### src/design/page_skip_range_filter_top_macros.svh
// Assertion macros shared by the page skip range filter modules.
// No dependencies; include this file by its bare name.
`ifndef PAGE_SKIP_RANGE_FILTER_TOP_MACROS_SVH
`define PAGE_SKIP_RANGE_FILTER_TOP_MACROS_SVH

// The consequent must hold in the same cycle as the antecedent.
`define PSKIP_ASSERT_NOW(label, clk, rst_n, ante, cons, msg) \
  label: assert property (@(posedge clk) disable iff (!rst_n) (ante) |-> (cons)) \
    else $error(msg);

// The consequent must hold in the cycle after the antecedent.
`define PSKIP_ASSERT_NEXT(label, clk, rst_n, ante, cons, msg) \
  label: assert property (@(posedge clk) disable iff (!rst_n) (ante) |=> (cons)) \
    else $error(msg);

`endif

### src/design/pskip_pkg.sv
// Shared types and constants of the page skip range filter.
// No dependencies; imported by every module of the block.
`timescale 1ns / 1ps

package pskip_pkg;

  localparam int unsigned PageNoW    = 32;
  localparam int unsigned PageTypeW  = 16;
  localparam int unsigned IndexIdW   = 64;
  localparam int unsigned SegOffsetW = 16;
  localparam int unsigned InDataW    = 224;
  localparam int unsigned OutDataW   = 40;
  localparam int unsigned CfgIndexW  = 2;
  localparam int unsigned CfgDataW   = 32;

  localparam logic [PageNoW-1:0] PrimaryRootPage = 32'd3;
  localparam logic [PageTypeW-1:0] IndexPageTypeReset = 16'd17855;
  localparam logic [PageNoW-1:0] SpaceSizeReset = 32'd1;

  localparam logic ActPage = 1'b0;
  localparam logic ActEnd  = 1'b1;

  localparam logic KindVerdict  = 1'b0;
  localparam logic KindEndpoint = 1'b1;

  localparam logic [CfgIndexW-1:0] CfgCompactEnable = 2'd0;
  localparam logic [CfgIndexW-1:0] CfgIndexPageType = 2'd1;
  localparam logic [CfgIndexW-1:0] CfgSpaceSize     = 2'd2;

  localparam int unsigned QDepth = 4;
  localparam int unsigned QPtrW  = $clog2(QDepth);
  localparam int unsigned QCntW  = $clog2(QDepth + 1);

  typedef struct packed {
    logic                  compact_enable;
    logic [PageTypeW-1:0]  index_page_type;
    logic [PageNoW-1:0]    total_pages;
  } cfg_t;

  typedef struct packed {
    logic                  action;
    logic [PageNoW-1:0]    page_no;
    logic [PageTypeW-1:0]  type_code;
    logic [PageNoW-1:0]    header_free_limit;
    logic [IndexIdW-1:0]   idx_id;
    logic [PageNoW-1:0]    seg_space;
    logic [PageNoW-1:0]    seg_page;
    logic [SegOffsetW-1:0] seg_offset;
  } page_item_t;

  typedef struct packed {
    logic                  has_verdict;
    logic                  has_endpoint;
    logic                  keep;
    logic [PageNoW-1:0]    endpoint;
  } cmd_t;

endpackage

### src/design/pskip_front.sv
// Front end: accepts page items, keeps the learned space state and
// classifies each item into a queue command. Depends on pskip_pkg.
`timescale 1ns / 1ps

module pskip_front (
  input  logic                clk,
  input  logic                rst_n,
  input  pskip_pkg::cfg_t     cfg,
  input  logic                accept,
  input  pskip_pkg::page_item_t item,
  output logic                push,
  output pskip_pkg::cmd_t     cmd
);
  import pskip_pkg::*;

  logic [PageNoW-1:0]  free_limit_r, free_limit_nxt;
  logic [IndexIdW-1:0] primary_id_r, primary_id_nxt;
  logic                primary_found_r, primary_found_nxt;
  logic                compaction_off_r, compaction_off_nxt;
  logic                in_run_r, in_run_nxt;
  logic                skip;
  logic                produce;

  always_comb begin
    free_limit_nxt     = free_limit_r;
    primary_id_nxt     = primary_id_r;
    primary_found_nxt  = primary_found_r;
    compaction_off_nxt = compaction_off_r;
    in_run_nxt         = in_run_r;
    skip               = 1'b0;
    produce            = 1'b1;
    cmd                = '0;

    if (item.action == ActEnd) begin
      produce           = in_run_r;
      in_run_nxt        = 1'b0;
      cmd.has_endpoint  = 1'b1;
      cmd.endpoint      = cfg.total_pages - 32'd1;
    end else if (!cfg.compact_enable || compaction_off_r) begin
      cmd.has_verdict = 1'b1;
      cmd.keep        = 1'b1;
    end else begin
      priority if (item.page_no == '0) begin
        free_limit_nxt = item.header_free_limit;
      end else if (item.page_no == PrimaryRootPage) begin
        if (item.type_code != cfg.index_page_type) begin
          compaction_off_nxt = 1'b1;
        end else begin
          primary_id_nxt    = item.idx_id;
          primary_found_nxt = 1'b1;
        end
      end else if (item.page_no >= free_limit_r) begin
        skip = (free_limit_r != '0);
      end else if (primary_found_r && item.type_code == cfg.index_page_type &&
                   item.idx_id != primary_id_r) begin
        skip = (item.seg_space == '0) && (item.seg_page == '0) &&
               (item.seg_offset == '0);
      end else begin
        skip = 1'b0;
      end
      cmd.has_verdict = 1'b1;
      cmd.keep        = !skip;
      if (skip && !in_run_r) begin
        in_run_nxt       = 1'b1;
        cmd.has_endpoint = 1'b1;
        cmd.endpoint     = item.page_no;
      end else if (!skip && in_run_r) begin
        in_run_nxt       = 1'b0;
        cmd.has_endpoint = 1'b1;
        cmd.endpoint     = item.page_no - 32'd1;
      end
    end
  end

  assign push = accept && produce;

  always_ff @(posedge clk) begin
    if (!rst_n) begin
      free_limit_r     <= '0;
      primary_id_r     <= '0;
      primary_found_r  <= 1'b0;
      compaction_off_r <= 1'b0;
      in_run_r         <= 1'b0;
    end else if (accept) begin
      free_limit_r     <= free_limit_nxt;
      primary_id_r     <= primary_id_nxt;
      primary_found_r  <= primary_found_nxt;
      compaction_off_r <= compaction_off_nxt;
      in_run_r         <= in_run_nxt;
    end
  end

endmodule

### src/design/pskip_fifo.sv
// Short command queue between the front and back ends.
// Depends on pskip_pkg and the shared assertion macros.
`timescale 1ns / 1ps
`include "page_skip_range_filter_top_macros.svh"

module pskip_fifo (
  input  logic            clk,
  input  logic            rst_n,
  input  logic            push,
  input  pskip_pkg::cmd_t push_cmd,
  input  logic            pop,
  output pskip_pkg::cmd_t head,
  output logic            empty,
  output logic            full
);
  import pskip_pkg::*;

  cmd_t             entries_r [QDepth];
  logic [QPtrW-1:0] wr_ptr_r, rd_ptr_r;
  logic [QCntW-1:0] count_r;

  assign empty = (count_r == '0);
  assign full  = (count_r == QCntW'(QDepth));
  assign head  = entries_r[rd_ptr_r];

  always_ff @(posedge clk) begin
    if (push) begin
      entries_r[wr_ptr_r] <= push_cmd;
    end
  end

  always_ff @(posedge clk) begin
    if (!rst_n) begin
      wr_ptr_r <= '0;
      rd_ptr_r <= '0;
      count_r  <= '0;
    end else begin
      if (push) begin
        wr_ptr_r <= wr_ptr_r + QPtrW'(1);
      end
      if (pop) begin
        rd_ptr_r <= rd_ptr_r + QPtrW'(1);
      end
      if (push && !pop) begin
        count_r <= count_r + QCntW'(1);
      end else if (pop && !push) begin
        count_r <= count_r - QCntW'(1);
      end
    end
  end

  `PSKIP_ASSERT_NOW(a_no_overflow, clk, rst_n, push, !full || pop, "push into a full queue")
  `PSKIP_ASSERT_NOW(a_no_underflow, clk, rst_n, pop, !empty, "pop from an empty queue")
  `PSKIP_ASSERT_NEXT(a_push_fills, clk, rst_n, push && !pop, !empty, "queue empty after push")

endmodule

### src/design/pskip_back.sv
// Back end: expands queue commands into result transactions through an
// output register. Depends on pskip_pkg and the shared assertion macros.
`timescale 1ns / 1ps
`include "page_skip_range_filter_top_macros.svh"

module pskip_back (
  input  logic                             clk,
  input  logic                             rst_n,
  input  pskip_pkg::cmd_t                  head,
  input  logic                             empty,
  output logic                             pop,
  output logic                             out_tvalid,
  input  logic                             out_tready,
  output logic                             out_kind,
  output logic                             out_keep,
  output logic [pskip_pkg::PageNoW-1:0]    out_endpoint,
  output logic                             out_last
);
  import pskip_pkg::*;

  logic               valid_r, valid_nxt;
  logic               phase_r, phase_nxt;
  logic               kind_r, kind_nxt;
  logic               keep_r, keep_nxt;
  logic [PageNoW-1:0] endpoint_r, endpoint_nxt;
  logic               last_r, last_nxt;
  logic               load;

  assign load = !valid_r || out_tready;

  always_comb begin
    valid_nxt    = valid_r;
    phase_nxt    = phase_r;
    kind_nxt     = kind_r;
    keep_nxt     = keep_r;
    endpoint_nxt = endpoint_r;
    last_nxt     = last_r;
    pop          = 1'b0;
    if (load) begin
      valid_nxt = !empty;
      if (!empty) begin
        if (!phase_r && head.has_verdict) begin
          kind_nxt     = KindVerdict;
          keep_nxt     = head.keep;
          endpoint_nxt = '0;
          last_nxt     = !head.has_endpoint;
          phase_nxt    = head.has_endpoint;
          pop          = !head.has_endpoint;
        end else begin
          kind_nxt     = KindEndpoint;
          keep_nxt     = 1'b0;
          endpoint_nxt = head.endpoint;
          last_nxt     = 1'b1;
          phase_nxt    = 1'b0;
          pop          = 1'b1;
        end
      end
    end
  end

  always_ff @(posedge clk) begin
    if (!rst_n) begin
      valid_r <= 1'b0;
      phase_r <= 1'b0;
    end else begin
      valid_r <= valid_nxt;
      phase_r <= phase_nxt;
    end
  end

  always_ff @(posedge clk) begin
    kind_r     <= kind_nxt;
    keep_r     <= keep_nxt;
    endpoint_r <= endpoint_nxt;
    last_r     <= last_nxt;
  end

  assign out_tvalid   = valid_r;
  assign out_kind     = kind_r;
  assign out_keep     = keep_r;
  assign out_endpoint = endpoint_r;
  assign out_last     = last_r;

  `PSKIP_ASSERT_NOW(a_phase_pending, clk, rst_n, phase_r, valid_r && !last_r && kind_r == KindVerdict, "pending endpoint without verdict")
  `PSKIP_ASSERT_NOW(a_endpoint_last, clk, rst_n, valid_r && kind_r == KindEndpoint, last_r && !keep_r, "endpoint not final")
  `PSKIP_ASSERT_NOW(a_verdict_zero, clk, rst_n, valid_r && kind_r == KindVerdict, endpoint_r == '0, "verdict with endpoint")

endmodule

### src/design/page_skip_range_filter_top.sv
// Top level of the page skip range filter: configuration registers, port
// packing and the front end, queue and back end. Depends on pskip_pkg.
`timescale 1ns / 1ps

// Page header items enter at up to one per clock cycle; each item's verdict
// and run state are settled in the cycle it is accepted. Results leave
// through a single output register at one per cycle while the receiver is
// ready, so an item that yields a verdict and an endpoint occupies the
// output for both results, and a four-entry command queue between the front
// and back ends absorbs these bursts and output stalls; in_tready drops
// only while that queue is full. With an empty queue and a ready receiver,
// the first result of an item passes through the command queue and then
// the output register. Configuration writes are always accepted.
module page_skip_range_filter_top (
  input  logic                                clk,
  input  logic                                rst_n,
  input  logic                                in_tvalid,
  output logic                                in_tready,
  // page number, page type, header free limit, index id, segment space,
  // segment page, segment offset
  input  logic [pskip_pkg::InDataW-1:0]       in_tdata,
  // action
  input  logic                                in_tuser,
  output logic                                out_tvalid,
  input  logic                                out_tready,
  // keep, endpoint, zero fill
  output logic [pskip_pkg::OutDataW-1:0]      out_tdata,
  // kind
  output logic                                out_tuser,
  output logic                                out_tlast,
  input  logic                                cfg_valid,
  output logic                                cfg_ready,
  input  logic [pskip_pkg::CfgIndexW-1:0]     cfg_index,
  input  logic [pskip_pkg::CfgDataW-1:0]      cfg_data
);
  import pskip_pkg::*;

  cfg_t               cfg_r;
  page_item_t         item;
  cmd_t               push_cmd;
  cmd_t               head;
  logic               push;
  logic               pop;
  logic               empty;
  logic               full;
  logic               accept;
  logic               out_keep;
  logic [PageNoW-1:0] out_endpoint;

  assign cfg_ready = 1'b1;

  always_ff @(posedge clk) begin
    if (!rst_n) begin
      cfg_r.compact_enable  <= 1'b1;
      cfg_r.index_page_type <= IndexPageTypeReset;
      cfg_r.total_pages     <= SpaceSizeReset;
    end else if (cfg_valid) begin
      unique case (cfg_index)
        CfgCompactEnable: cfg_r.compact_enable  <= cfg_data[0];
        CfgIndexPageType: cfg_r.index_page_type <= cfg_data[PageTypeW-1:0];
        CfgSpaceSize:     cfg_r.total_pages     <= cfg_data[PageNoW-1:0];
        default: begin
        end
      endcase
    end
  end

  assign item.action            = in_tuser;
  assign item.page_no           = in_tdata[31:0];
  assign item.type_code         = in_tdata[47:32];
  assign item.header_free_limit = in_tdata[79:48];
  assign item.idx_id            = in_tdata[143:80];
  assign item.seg_space         = in_tdata[175:144];
  assign item.seg_page          = in_tdata[207:176];
  assign item.seg_offset        = in_tdata[223:208];

  assign in_tready = !full;
  assign accept    = in_tvalid && !full;

  pskip_front u_front (
    .clk    (clk),
    .rst_n  (rst_n),
    .cfg    (cfg_r),
    .accept (accept),
    .item   (item),
    .push   (push),
    .cmd    (push_cmd)
  );

  pskip_fifo u_fifo (
    .clk      (clk),
    .rst_n    (rst_n),
    .push     (push),
    .push_cmd (push_cmd),
    .pop      (pop),
    .head     (head),
    .empty    (empty),
    .full     (full)
  );

  pskip_back u_back (
    .clk          (clk),
    .rst_n        (rst_n),
    .head         (head),
    .empty        (empty),
    .pop          (pop),
    .out_tvalid   (out_tvalid),
    .out_tready   (out_tready),
    .out_kind     (out_tuser),
    .out_keep     (out_keep),
    .out_endpoint (out_endpoint),
    .out_last     (out_tlast)
  );

  assign out_tdata = {7'd0, out_endpoint, out_keep};

endmodule

### config.mk
export PLATFORM = sky130hd
export DESIGN_NAME = page_skip_range_filter_top
export DESIGN_NICKNAME = d
export VERILOG_FILES = /design/src/design/pskip_pkg.sv /design/src/design/pskip_front.sv /design/src/design/pskip_fifo.sv /design/src/design/pskip_back.sv /design/src/design/page_skip_range_filter_top.sv
export VERILOG_INCLUDE_DIRS = /design/src /design/src/design
export SDC_FILE = /design/constraint.sdc
export NUM_CORES = 1
export LEC_CHECK = 0
export ABC_AREA = 1
export BUFFER_PORTS_ARGS = -buffer_cell sky130_fd_sc_hd__buf_2
export CAP_MARGIN = 20
export CORE_AREA = 10 10 156 266
export DETAILED_ROUTE_END_ITERATION = 10
export DIE_AREA = 0 0 166 276
export GPL_ROUTABILITY_DRIVEN = 0
export PLACE_DENSITY = 0.7
export SYNTH_ARGS = -nofsm -noshare
export SYNTH_HDL_FRONTEND = slang
export SYNTH_SLANG_ARGS = --single-unit
### constraint.sdc
create_clock -name clk -period 4.2 [get_ports clk]
set_clock_uncertainty 0.15 [all_clocks]
set_input_delay 0.63 -clock clk [delete_from_list [all_inputs] [get_ports clk]]
set_output_delay 0.63 -clock clk [all_outputs]
set_load 0.01 [all_outputs]
== Yosys cells after proc, flatten, opt, wreduce, memory -nomap -nowiden ==
Memory sizes are Yosys's and may differ from the RTL's. A register that Yosys moved wholly into a read port is not among the register bits.
Index checks and enable logic that the tools add are counted.

* $add $sub $neg: 6
* $mul: 0
* Divide/modulo/power cells: 0
* Order comparisons: 1
* Eq/ne operators: 8
* Shift operators: 0
* Muxes and demuxes: 33
* Bitwise logic cells: 5
* Reduce and logical (&&, ||, !) cells: 40

{| class="wikitable"
|+ Operator list
! cell !! count
|-
| $mux W32 || 4
|-
| $logic_not A32 Y1 || 3
|-
| $ne A64 B64 Y1 || 1
|-
| $sub A32 B1 Y32 const B || 2
|-
| $eq A32 B2 Y1 const B || 1
|-
| $ge A32 B32 Y1 || 1
|-
| $reduce_bool A32 Y1 || 1
|-
| $mux W1 || 25
|-
| $eq A16 B16 Y1 || 1
|-
| $logic_not A16 Y1 || 1
|-
| $ne A16 B16 Y1 || 1
|-
| $reduce_and A6 Y1 || 2
|-
| $logic_and A1 B1 Y1 || 11
|-
| $logic_not A1 Y1 || 10
|-
| $reduce_and A2 Y1 || 4
|-
| $mux W3 || 2
|-
| $not A1 Y1 || 5
|-
| $add A2 B1 Y2 const B || 2
|-
| $mux W2 || 2
|-
| $reduce_and A4 Y1 || 1
|-
| $add A3 B1 Y3 const B || 1
|-
| $eq A3 B3 Y1 const B || 1
|-
| $logic_not A3 Y1 || 1
|-
| $reduce_and A3 Y1 || 1
|-
| 8 further kinds || 9
|}

* Register bits: 192
* Bits in latches: 0
* Memory bits (writable): 140
* ROM bits: 0
* Input bits: 264
* Output and inout bits: 45
* Logic and storage cells: 111
* Memories: 1

{| class="wikitable"
|+ Memories
! name !! depth !! width !! read ports !! clocked after memory_dff !! wr ports !! RTL line !! text
|-
| u_fifo.entries_r || 4 || 35 || 1 || 1 || 1 || pskip_fifo.sv:18 || <nowiki>cmd_t entries_r [QDepth];</nowiki>
|}

== Logic depth before layout (Yosys ltp) ==
* Depth after elaboration: 15
* Depth in mapped cells: 29
* Gate-level depth less buffers: 28

== By module ==
A second synthesis with hierarchy kept.

* Cell total of the unflattened synthesis: 2181
* Area, all modules: 17475.5 um2

{| class="wikitable"
|+ By module, submodules not included
! module !! times used !! cells each !! area each (um2) !! sequential area each (um2)
|-
| pskip_front || 1 || 1358 || 8306.7 || 1981.9
|-
| pskip_fifo || 1 || 396 || 5620.4 || 4384.2
|-
| page_skip_range_filter_top || 1 || 305 || 2074.5 || 980.9
|-
| pskip_back || 1 || 122 || 1473.9 || 1091.0
|}

== Least setup slack after synthesis ==
No wires, ideal clock.

* Kind: in2reg
* Start point: input port out_tready
* End point: register u_fifo.count_r[1]
* Setup time: 0.120 ns
* Data arrival time: 3.740 ns
* Required time: 3.930 ns
* Path slack: 0.190 ns
* Stages on the path: 8
* Path buffers: 0
* Cell sequence: nor2_1 -> a31oi_1 -> nand2_1 -> ha_1 -> inv_1 -> fa_1 -> o21ai_0 -> a21oi_1

* Cells in the longest elaborated chain, start to end: 5
* Elaborated cells on any way between the ends: 7

{| class="wikitable"
|+ Ends and longest elaborated chain
! what !! RTL line !! text
|-
| start, declared || page_skip_range_filter_top.sv:25 || <nowiki>input logic out_tready,</nowiki>
|-
| $logic_or A1 B1 Y1 * || pskip_back.sv:29 || <nowiki>assign load = !valid_r || out_tready;</nowiki>
|-
| $mux W1 * || pskip_back.sv:39 || <nowiki>if (load) begin</nowiki>
|-
| $logic_not A1 Y1 || pskip_fifo.sv:44 || <nowiki>if (push && !pop) begin</nowiki>
|-
| $logic_and A1 B1 Y1 || pskip_fifo.sv:44 ||
|-
| $mux W3 or $reduce_bool A2 Y1 (tied branches) || - ||
|-
| end signal, assigned || pskip_fifo.sv:45 || <nowiki>count_r <= count_r + QCntW'(1);</nowiki>
|-
| end signal, assigned || pskip_fifo.sv:47 || <nowiki>count_r <= count_r - QCntW'(1);</nowiki>
|-
| end, declared || pskip_fifo.sv:20 || <nowiki>logic [QCntW-1:0] count_r;</nowiki>
|}

Mark *: on every way between the ends. The rest lies on a longest branch, timed or not.
A chain may end at the register's enable or synchronous reset.

==> impl_metrics.yaml <==
critical_path:
  path_cells: "inv_1, ha_1, nand2_1, nor2_1, and2_1, nor2_1, nand2_1, nand2_1, nand2_1, a21oi_1, nand2_1, nand3_1, inv_1, ha_1, nor2_2, nand2_1, nor2_1, nand2_1, nor2_2, nand2_1, inv_1, nor2_1, o21ai_0"
  cp_slowest_stage_delay_ps: 380
  end_kind: "register"
  critPathSlowestCell: "o21ai_0"
  worstPathMaxFanout: 8
  crit_type: "reg -> reg"
  crit_required_ps: 4380
  crit_arrival_ps: 3990
  timing.critical_path.max_delay_family: "simple AND/OR/NAND/NOR gates"
  path_common_cell: "nand2_1"
  path_buf_inv: 3
  start_kind: "register"
grt:
  grt_usage_pct: 20.7
  grt_max_degree: 88
  grt_pass1_wl_mm: 77.3
  antenna_found_initial: 15
  grt_pass1_vias: 14900
  overflow: 0
clock_tree:
  h-tree-depth: 1
  clk_latency_ps: 580
  numCtsBuffers: 30
  cts_num_sinks: 334
  cts_buffer_depth: 3
  cts_tree: "done"
  cts_root_buffer: "clkbuf_16"
  clk_pin_slew_ps: 70
  cts_hold_buf: 0
  cts_setup_buffers: 0
synth:
  synth_compound_area_share_pct: 14.5
  yosys-top-cells-area: "edfxtp_1 31%, dfxtp_1 19%, nand2_1 8.7%"
  synth_area_mm2: 0.0168
  avgSynthCellArea_um2: 8.03
  yosys_warnings: 0
  synth_area_leader_cell: "edfxtp_1"
  synth_xor_xnor_area_share_pct: 2.14
  synth-edff-count: 175
  synthDistinctLibCells: 47
  seq_area_frac_synth_pct: 50.3
  synth_top_family_by_area: "simple AND/OR/NAND/NOR gates"
  synthCells: 2091
  synth_fa_ha_area_share_pct: 3.25
  postSynth.asyncResetShare_pct: 0
  post-synth-top-area-fraction_pct: 31.3
  synthFlopType: "edfxtp_1"
  yosys.area_share.simple_pct: 20.5
  yosys-mux-area-fraction_pct: 0
  ys_ff_latch: 334
  synthTopCellsByCount: "389 x nand2_1, 303 x nor2_1, 275 x inv_1"
  synth.most_common_cell: "nand2_1"
finish:
  design_area_mm2: 0.0198
  drive_gt1_share_pct: 18.1
  final_cells: 2883
  ff_latch_area_mm2: 0.00844
  area_growth_pct: 17.8
  fin_nets: 2684
  fillers: 3453
  multi_input_area_mm2: 0.00685
job:
  drv_cap: 0
place:
  port_buffers: 300
  place_inst: 2819
  placed_cell_area_mm2: 0.0187
  dp_hpwl_mm: 38.8
floorplan:
  dieWidth_um: 166
  die-area_mm2: 0.0458
  rows: 93
  ios: 309
  die-height_um: 276
  fp.coreArea_mm2: 0.0369
  initial_utilization_pct: 45.5
power_and_ir_drop:
  p_leak_nw: 8.52
  power.total_mw: 8.81
  irDropWorstVdd_uv: 328
  powerDensity_mw_per_mm2: 445
sta:
  max_freq_ghz: 0.263
  slew_violations: 0
  finalSetupViolCount: 0
  setup_tns_ps: 0
  post-route-min-period_ps: 3800
  tightest_slew_ps: 1000
  hold_viol_final: 0
  rsz0062_at_grt: "false"
  relSlewSlack_pct: 32.9
  timing.final.crit_share_pct: 90.6
min_path:
  hold_path_class: "in -> reg"
status:
  status: "complete, no violations"
route:
  wl_per_cell_um: 17.4
  drc_errors: 0
  antenna_left: 0
  firstDrtPassIters: 5
  viasPerCell: 5.19
  drt_iter0_markers: 650
  vias: 15000
  wl_mm: 50.2
[worst paths after layout]
kind                                             start                                    to  slack, ps  cells past startpoint
hold reg to reg   u_front.primary_id_r[0]$_SDFFE_PN0P_  u_front.primary_id_r[0]$_SDFFE_PN0P_        310                      2
hold / removal                            cfg_data[14]                cfg_r[46]$_SDFFE_PN1P_        140                      3
setup reg to reg  u_front.free_limit_r[3]$_SDFFE_PN0P_     u_fifo.entries_r[3][15]$_DFFE_PP_        400                     23
setup / recovery  u_front.free_limit_r[3]$_SDFFE_PN0P_     u_fifo.entries_r[3][15]$_DFFE_PP_        400                     23
[layout by cell type, fill, tap and decap left out, types with 4 or more instances in the layout]
cell type / instances
nand3_1: 48
inv_1: 275
nor2_4: 6
a21oi_1: 159
edfxtp_1: 175
nor3_1: 11
nor4_1: 15
buf_2: 299
clkbuf_16: 31
xnor2_1: 20
diode_2: 7
o22ai_1: 36
dfxtp_1: 159
buf_4: 32
inv_2: 14
nand2_1: 388
xor2_1: 21
nand2_2: 7
ha_1: 42
o21ai_1: 51
conb_1: 8
o21ai_0: 208
nor2_1: 298
nor2_2: 17
nand4_1: 21
a32o_1: 4
clkbuf_1: 7
clkinv_1: 4
[where the power goes]
group	internal [mW]	switching, mW
Sequential	3.88	0.119
Combinational	0.690	1.36
Clock	1.53	1.23
[per-stage QoR]
| step | setup slack (ps) | utilization [%] | hold WS [ps] |
|---|---|---|---|
| finish | 396 | 53.6 | 140 |
| CTS | 403 | 53.5 | 120 |
| global placement | 142 | 50.8 | 294 |
| global route | 8.57 | 53.6 | 131 |
| detailed placement | 27.0 | 50.8 | 301 |
| floorplan | 190 | - | 283 |
[what timing repair did]
action                     CTS  global route
resized for setup            0             2
hold endpoints to repair     0             0
setup endpoints to repair    0             4
[worst reg2reg max path, cell delays in order, from the launching register on]
cell and delay [ps]:
dfxtp_1 330, inv_1 60, ha_1 290, nand2_1 80, nor2_1 60, and2_1 150, nor2_1 80, nand2_1 90
nand2_1 70, nand2_1 60, a21oi_1 200, nand2_1 100, nand3_1 90, inv_1 60, ha_1 300, nor2_2 180
nand2_1 100, nor2_1 130, nand2_1 110, nor2_2 170, nand2_1 150, inv_1 120, nor2_1 40, o21ai_0 380
[logic make-up (layout without fill, tap and decap cells)]
| family | count (synthesis) | in the layout |
|---|---|---|
| simple gates | 826 | 826 |
| buf+inv | 376 | 680 |
| compound gates | 469 | 469 |
| xor+xnor | 41 | 41 |
| flops | 334 | 334 |
| other cells | 2 | 15 |
| fa+ha+maj | 43 | 43 |
[flip-flops by register name (all words and copies together) (netlist names), named ones only]
| name | cells |
|---|---|
| u_fifo.entries_r | 140 |
| u_back.out_last | 1 |
| u_fifo.rd_ptr_r | 2 |
| u_front.in_run_r | 1 |
| u_front.primary_id_r | 64 |
| cfg_r | 49 |
| u_fifo.wr_ptr_r | 2 |
| u_front.free_limit_r | 32 |
| u_back.out_kind | 1 |
| u_front.compaction_off_r | 1 |
| u_back.out_keep | 1 |
| u_back.out_endpoint | 32 |
| u_back.phase_r | 1 |
| u_fifo.count_r | 3 |
| u_back.out_tvalid | 1 |
| u_front.primary_found_r | 1 |
[final cells by class]
cell class                 count  share of cell area [%]
sequential                   334                    42.7
multi-input combinational   1387                    34.6
timing repair buffer         334                    9.12
inverter                     290                    5.50
clock buffer                  41                    4.26
tap                          475                    3.01
clock inverter                15                   0.709
antenna                        7                  0.0886
[layer usage]
metal,routed length [µm],global-route usage (%),part of all wire (%),vias up
met2,26200,38.6,52,517
met5,129,0,0.26,-
met1,17400,19.5,35,6844
met4,3320,13.1,6.6,22
met3,3180,5.25,6.3,181
li1,-,-,-,7412
(Power assumes the default switching activity.)
